File: src/hdl/square_matrix_times_vectors_defines.svh
// assertion macros for the square matrix times vectors block
// no dependencies; expects clk and arst_n in the including module
`ifndef SQUARE_MATRIX_TIMES_VECTORS_DEFINES_SVH
`define SQUARE_MATRIX_TIMES_VECTORS_DEFINES_SVH
`ifndef NO_ASSERTIONS
// same-cycle implication
`define SMTV_ASSERT_NOW(label, pre, post) \
	label: assert property (@(posedge clk) disable iff (!arst_n) (pre) |-> (post)) \
		else $error("smtv assertion failed");
// next-cycle implication
`define SMTV_ASSERT_NEXT(label, pre, post) \
	label: assert property (@(posedge clk) disable iff (!arst_n) (pre) |=> (post)) \
		else $error("smtv assertion failed");
`else
`define SMTV_ASSERT_NOW(label, pre, post)
`define SMTV_ASSERT_NEXT(label, pre, post)
`endif
`endif

File: src/hdl/smtv_pkg.sv
// shared types and constants for the square matrix times vectors block
// no dependencies
package smtv_pkg;

	localparam int DEF_MAX_SIZE     = 8;
	localparam int DEF_MAX_VECTORS  = 8;
	localparam int DEF_NUM_MATRICES = 16;

	// field widths
	localparam int VAL_W = 16;
	localparam int CNT_W = 4;
	localparam int IDX_W = 5;

	typedef enum logic [1:0] {
		ACT_LOAD_MAT = 2'd0,
		ACT_LOAD_VEC = 2'd1,
		ACT_COMPUTE  = 2'd2
	} action_t;

	typedef enum logic [1:0] {
		REG_SIZE     = 2'd0,
		REG_VECTORS  = 2'd1,
		REG_SELECTED = 2'd2
	} reg_idx_t;

	// element write broadcast to all cells
	typedef struct packed {
		logic                    a_we;
		logic                    v_we;
		logic [2:0]              row;
		logic [2:0]              col;
		logic signed [VAL_W-1:0] data;
	} ld_t;

	// product element travelling down the chain
	typedef struct packed {
		logic             valid;
		logic             last;
		logic [IDX_W-1:0] row;
		logic [IDX_W-1:0] col;
	} tok_t;

endpackage

File: src/hdl/smtv_cell.sv
// one multiply-accumulate cell: holds matrix column K and vector row K
// depends on smtv_pkg
module smtv_cell import smtv_pkg::*; #(
	parameter int MAX_SIZE    = DEF_MAX_SIZE,
	parameter int MAX_VECTORS = DEF_MAX_VECTORS,
	parameter int K           = 0,
	parameter int ACC_W       = 32 + $clog2(DEF_MAX_SIZE)
) (
	input  logic                    clk,
	input  logic                    arst_n,
	input  ld_t                     ld,
	input  logic [CNT_W-1:0]        n_eff,
	input  tok_t                    tok_in,
	input  logic signed [ACC_W-1:0] psum_in,
	output tok_t                    tok_out,
	output logic signed [ACC_W-1:0] psum_out
);

	localparam int IW = $clog2(MAX_SIZE);
	localparam int JW = (MAX_VECTORS > 1) ? $clog2(MAX_VECTORS) : 1;

	logic signed [VAL_W-1:0] a_q [MAX_SIZE];
	logic signed [VAL_W-1:0] v_q [MAX_VECTORS];
	tok_t                    tok_q;
	logic signed [ACC_W-1:0] psum_q;
	logic signed [2*VAL_W-1:0] prod;
	logic                    active;

	// local element stores, written by the load broadcast
	always_ff @(posedge clk) begin
		if (ld.a_we && (IDX_W'(ld.col) == IDX_W'(K))) begin
			a_q[IW'(ld.row)] <= ld.data;
		end
		if (ld.v_we && (IDX_W'(ld.row) == IDX_W'(K))) begin
			v_q[JW'(ld.col)] <= ld.data;
		end
	end

	// multiply-accumulate, idle cells beyond the used size pass through
	assign active = ({1'b0, n_eff} > IDX_W'(K));
	assign prod   = a_q[tok_in.row[IW-1:0]] * v_q[tok_in.col[JW-1:0]];

	always_ff @(posedge clk or negedge arst_n) begin
		if (!arst_n) begin
			tok_q <= '0;
		end else begin
			tok_q <= tok_in;
		end
	end

	always_ff @(posedge clk) begin
		psum_q <= active ? (psum_in + ACC_W'(prod)) : psum_in;
	end

	assign tok_out  = tok_q;
	assign psum_out = psum_q;

	`include "square_matrix_times_vectors_defines.svh"
	`SMTV_ASSERT_NEXT(a_tok_moves, tok_in.valid, tok_q.valid)

endmodule

File: config.mk
export PLATFORM = sky130hd
export DESIGN_NAME = smtv_cell
export DESIGN_NICKNAME = d
export VERILOG_FILES = /design/src/hdl/smtv_pkg.sv /design/src/hdl/smtv_cell.sv
export VERILOG_INCLUDE_DIRS = /design/src /design/src/hdl
export SDC_FILE = /design/constraint.sdc
export NUM_CORES = 1
export LEC_CHECK = 0
export BUFFER_PORTS_ARGS = -buffer_cell sky130_fd_sc_hd__buf_2
export CORE_UTILIZATION = 45
export CTS_BUF_LIST = sky130_fd_sc_hd__clkbuf_16
export DETAILED_ROUTE_END_ITERATION = 7
export GPL_TIMING_DRIVEN = 0
export PLACE_DENSITY = 0.61
export SLEW_MARGIN = 10
export SYNTH_ARGS = -nofsm -noshare
export SYNTH_HDL_FRONTEND = slang
export SYNTH_SLANG_ARGS = --single-unit
File: constraint.sdc
create_clock -name clk -period 12.1 [get_ports clk]
set_clock_uncertainty 0.05 [all_clocks]
set_input_delay 1.815 -clock clk [delete_from_list [all_inputs] [get_ports clk]]
set_output_delay 1.815 -clock clk [all_outputs]
set_load 0.005 [all_outputs]
Word-level counts from Yosys, hierarchy flattened
Memory sizes are Yosys's and may differ from the RTL's. Index checks and enable logic that the tools add are counted.

Memories kept: 2. ROM bits: 0. Input bits: 77. Latch bits: 0. Word-level logic and storage cells: 19. Register bits: 47. Output and inout port bits: 47. Memory bits (writable): 256.

Order comparisons: 1. Shift-type cells: 0. Divide/modulo/power cells: 0. Add/subtract/negate cells: 1. Equality and inequality tests: 0. Bitwise logic cells: 0. Multiplexer cells: 5. Reductions and logical operators: 4. Multipliers: 1.

Memories: a_q (depth 8, bits a word 16, read ports 1, clocked after memory_dff 0, wr ports 1, RTL line smtv_cell.sv:22) `logic signed [VAL_W-1:0] a_q [MAX_SIZE];`; v_q (depth 8, bits a word 16, read ports 1, clocked after memory_dff 0, wr ports 1, RTL line smtv_cell.sv:23) `logic signed [VAL_W-1:0] v_q [MAX_VECTORS];`.

Operator list (number): $add 35x32->35 (1); $mux 35 (1); $mul 16x16->32 (1); $logic_not 3->1 (2); $gt 4x1->1 const B (1); $mux 1 (4); $logic_and 1x1->1 (2).

Logic depth before layout (Yosys ltp)
Depth in word-level cells: 4. Mapped depth: 27. Gate-level depth less buffers: 24.

Least setup slack after synthesis
Ideal clock, no wire load.

Path kind: input to register. Start point: input port tok_in[0] (netlist name). End point: register psum_q[34], in the netlist psum_out[34]. Data arrival time: 8.597 ns. Path buffers: 3. Setup slack: 3.329 ns. Setup time: 0.124 ns. Data required time: 11.926 ns. Stages on the path: 25. Cells stage by stage: clkbuf_1 > buf_2 > mux4_2 > mux2i_1 > clkbuf_1 > nor2_1 > fa_1 > fa_1 > inv_1 > fa_1 > inv_1 > fa_1 > fa_1 > inv_1 > fa_1 > inv_1 > ha_1 > and3_1 > nand2_1 > nand3_1 > a2111oi_0 > a21oi_1 > a21boi_1 > o311a_1 > nor3_2.

Longest elaborated chain between the ends: 4.

RTL lines: start: declaration (RTL line smtv_cell.sv:13) `input tok_t tok_in,`; $mem_v2 8x16; $mul 16x16->32 (RTL line smtv_cell.sv:41) `assign prod = a_q[tok_in.row[IW-1:0]] * v_q[tok_in.col[JW-1:0]];`; $add 35x32->35 (RTL line smtv_cell.sv:52) `psum_q <= active ? (psum_in + ACC_W'(prod)) : psum_in;`; $mux 35 (RTL line smtv_cell.sv:52); end signal: assignment (RTL line smtv_cell.sv:52); end: declaration (RTL line smtv_cell.sv:25) `logic signed [ACC_W-1:0] psum_q;`.

No other way between the ends.

Worst setup path after layout
Ends and elaborated chain as after synthesis.

==> summary.md <==
| Metric | Value |
|---|---|
| Status | `finished clean` |
| Dpl hpwl | `42210 µm` |
| CTS sink count | `a little over 300` |
| Initial antenna violation count | `5` |
| WP data arrival | `10.43 ns` |
| Worst Hold Class | `input port to async pin` |
| Largest net degree at the start of global routing | `21` |
| Tmin final | `around 10 ns` |
| #FFs+latches synth | `303` |
| Residual DRC count | `0` |
| RR Startpoint | `v_q[6][5]` |
| Most common cell after layout, fill and taps aside | `inv_1` |
| Layout cells sized above 1 | `0.1527` |
| Drt wl/cell | `19.80 µm` |
| CP Capture Type | `flip-flop` |
| MaxCap Viol Count | `0` |
| Final setup fails | `0` |
| Drt total wl | `52420 µm` |
| Startpoint Class | `input port` |
| Crit-path max FO | `10` |
| Post-route antenna net violation count | `0` |
| Worst Tran Pin Value | `1.188 ns` |
| Setup Buffers After CTS | `0` |
| Final Max Tran Viols | `0` |
| Rows | `around 80` |
| Synthesized instance count | `between 1.5k and 2k` |
| Synth Cell Area | `22430 µm²` |
| RSZ-0062 raised after global routing | `no` |
| Ys flop type | `edfxtp_1` |
| CTS clk-pin slew, worst paths | `0.08 ns` |
| Vias | `~14k` |
| First-pass DRT Iterations | `7` |
| Fill count | `roughly 4.3k` |
| Syn Nets | `2277` |
| Routability cong. | `0.9198` |
| Reg2Reg Setup Slack | `around 3.8 ns` |
| Core ar. | `49050 µm²` |
| Root Driver | `clkbuf_16` |
| Hold Fails Final Rpt | `0` |
| Slew margin rel. | `0.1851` |
| Post-synth ARST share | `0.03960` |
| Area taken by multi-input logic gates | `approximately 12000 µm²` |
| Initial Util | `0.4572` |
| IO Port Bufs | `123` |
| Post-synth EDFFs | `roughly 260` |
| Drt via density | `5.154` |
| Setup_tns | `0 ns` |
| Syn. warnings | `0` |
| Num CTS Buffers | `31` |
| # IOs | `124` |
| Clk Latency, worst-skew pair | `0.60 ns` |
| CTS H-Tree Depth | `1` |
| Critical path class | `input port to flip-flop` |
| Sequential share of the synthesized area | `0.3874` |
| First-pass GRT wire length | `between 80000 and 90000 µm` |
| TritonCTS clock tree | `done` |
| Die width | `approximately 230 µm` |
| Diode count | `0` |
| Netlist cell types | `61` |
| Initial DRC count | `about 940` |
| DIE AREA | `50740 µm²` |
| All-Layer GR Usage | `0.2164` |
| Period utilization | `0.8255` |
| Storage element area | `8688 µm²` |
| Most frequent cells in the layout | `inv_1, fa_1, edfxtp_1` |
| Critical Path RT | `roughly 13 ns` |
| DIE HEIGHT | `225.3 µm` |
| Grt ovf | `0` |
| Area grow syn2layout | `12.24%` |
| Hold_buf cts | `0` |
| Worst reg2reg path endpoint | `psum_out[34]` |
| Vias in the first global route | `14.38k` |
| R2R cell count | `23` |
| Fmax | `between 100 and 150 MHz` |
| Final nets | `2452` |
| Avg Cell Area, Syn | `12.56 µm²` |
| Clk buf depth | `3` |
| PostCTS Resize Cnt | `0` |
==> worst max-delay path: stages <==
cell       delay, ns
buf_2           0.08
clkbuf_1        0.24
buf_2           0.44
mux4_2          0.55
mux2i_1         0.91
clkbuf_1        0.49
nor2_1          0.13
fa_1            0.55
inv_1           0.05
fa_1            0.45
fa_1            0.52
inv_1           0.06
fa_1            0.47
fa_1            0.53
inv_1           0.05
fa_1            0.47
inv_1           0.04
ha_1            0.35
and3_1          0.25
nand2_1         0.08
nand3_1         0.12
a2111oi_0       0.70
a21oi_1         0.32
a21boi_1        0.43
o311a_1         0.26
nor3_2          0.05
==> final cells by class <==
type	count	area share
Tap cell	664	0.03300
Sequential cell	303	0.3451
Multi-Input combinational cell	1072	0.4859
Buffer	46	0.007505
Clock buffer	31	0.03082
Inverter	365	0.05442
Timing Repair Buffer	142	0.03643
Clock inverter	25	0.006809
==> flip-flops by register name (all words and copies together), names as in the netlist <==
register	flops
a_q	128
psum_out	35
tok_out	12
v_q	128
==> synth_stat cells (all sizes together) (3+ instances only) <==
library cell,number,share of area
inv,365,0.061
fa,310,0.28
edfxtp,256,0.34
nor2,171,0.029
nand2,162,0.027
ha,104,0.058
mux4,64,0.064
a21oi,37,0.0083
dfxtp,35,0.031
clkbuf,30,0.0050
mux2i,27,0.013
o21ai,25,0.0056
mux2,23,0.012
buf,16,0.0034
xnor2,15,0.0067
nor3,13,0.0031
xor2,13,0.0051
dfrtp,12,0.013
nand2b,9,0.0025
a211oi,8,0.0027
a21o,8,0.0027
o21a,7,0.0023
a21boi,5,0.0017
and2,5,0.0014
and3,5,0.0014
nor2b,5,0.0014
nor4b,5,0.0020
o31ai,5,0.0017
nand3,4,0.00089
nor3b,4,0.0013
o211ai,4,0.0013
o21bai,4,0.0013
or3,4,0.0011
a2111oi,3,0.0012
nor4,3,0.00084
==> through the flow <==
stage          utilization  cells  setup WS (ns)  hold WS (ns)  instance area (µm²)
6_report            0.5132   2648          2.111         1.087                25170
2_1_floorplan            -   1786          3.329        0.9871                22430
3_5_place_dp        0.4939   2592          1.592         1.118                24230
5_1_grt             0.5132   2648          1.666         1.091                25170
4_1_cts             0.5132   2648          2.236         1.081                25170
3_3_place_gp        0.4867   2573          1.695         1.121                23880
==> per-layer routing <==
layer  routed length, µm  share of wire  vias to the layer above  GRT usage
met5                  58         0.0011                        -          0
met4                1578          0.030                       10    0.06869
met3                3371          0.064                       94    0.03494
met2               24430           0.47                      396     0.3473
met1               22990           0.44                     6959     0.3027
li1                    -              -                     6188          -
==> worst max path at each step <==
stage,start,end,slack (ns)
finish,tok_in[0],psum_out[34],2.11
global route,tok_in[0],psum_out[34],1.67
CTS,tok_in[0],psum_out[30],2.24
detailed placement,tok_in[0],psum_out[30],1.59
global placement,tok_in[0],psum_out[30],1.69
floorplan,tok_in[0],psum_out[34],3.33
==> cell families after synthesis <==
logic type	after synthesis	synth area share
xor+xnor	28	0.01177
fa+ha+maj	414	0.3347
simple gates	396	0.07358
mux	114	0.08859
compound gates	120	0.03448
flops	303	0.3874
buf+inv	411	0.06951
Power is not shown: default switching activity piles up to over one toggle a cycle in this logic, so the estimate is an artifact.
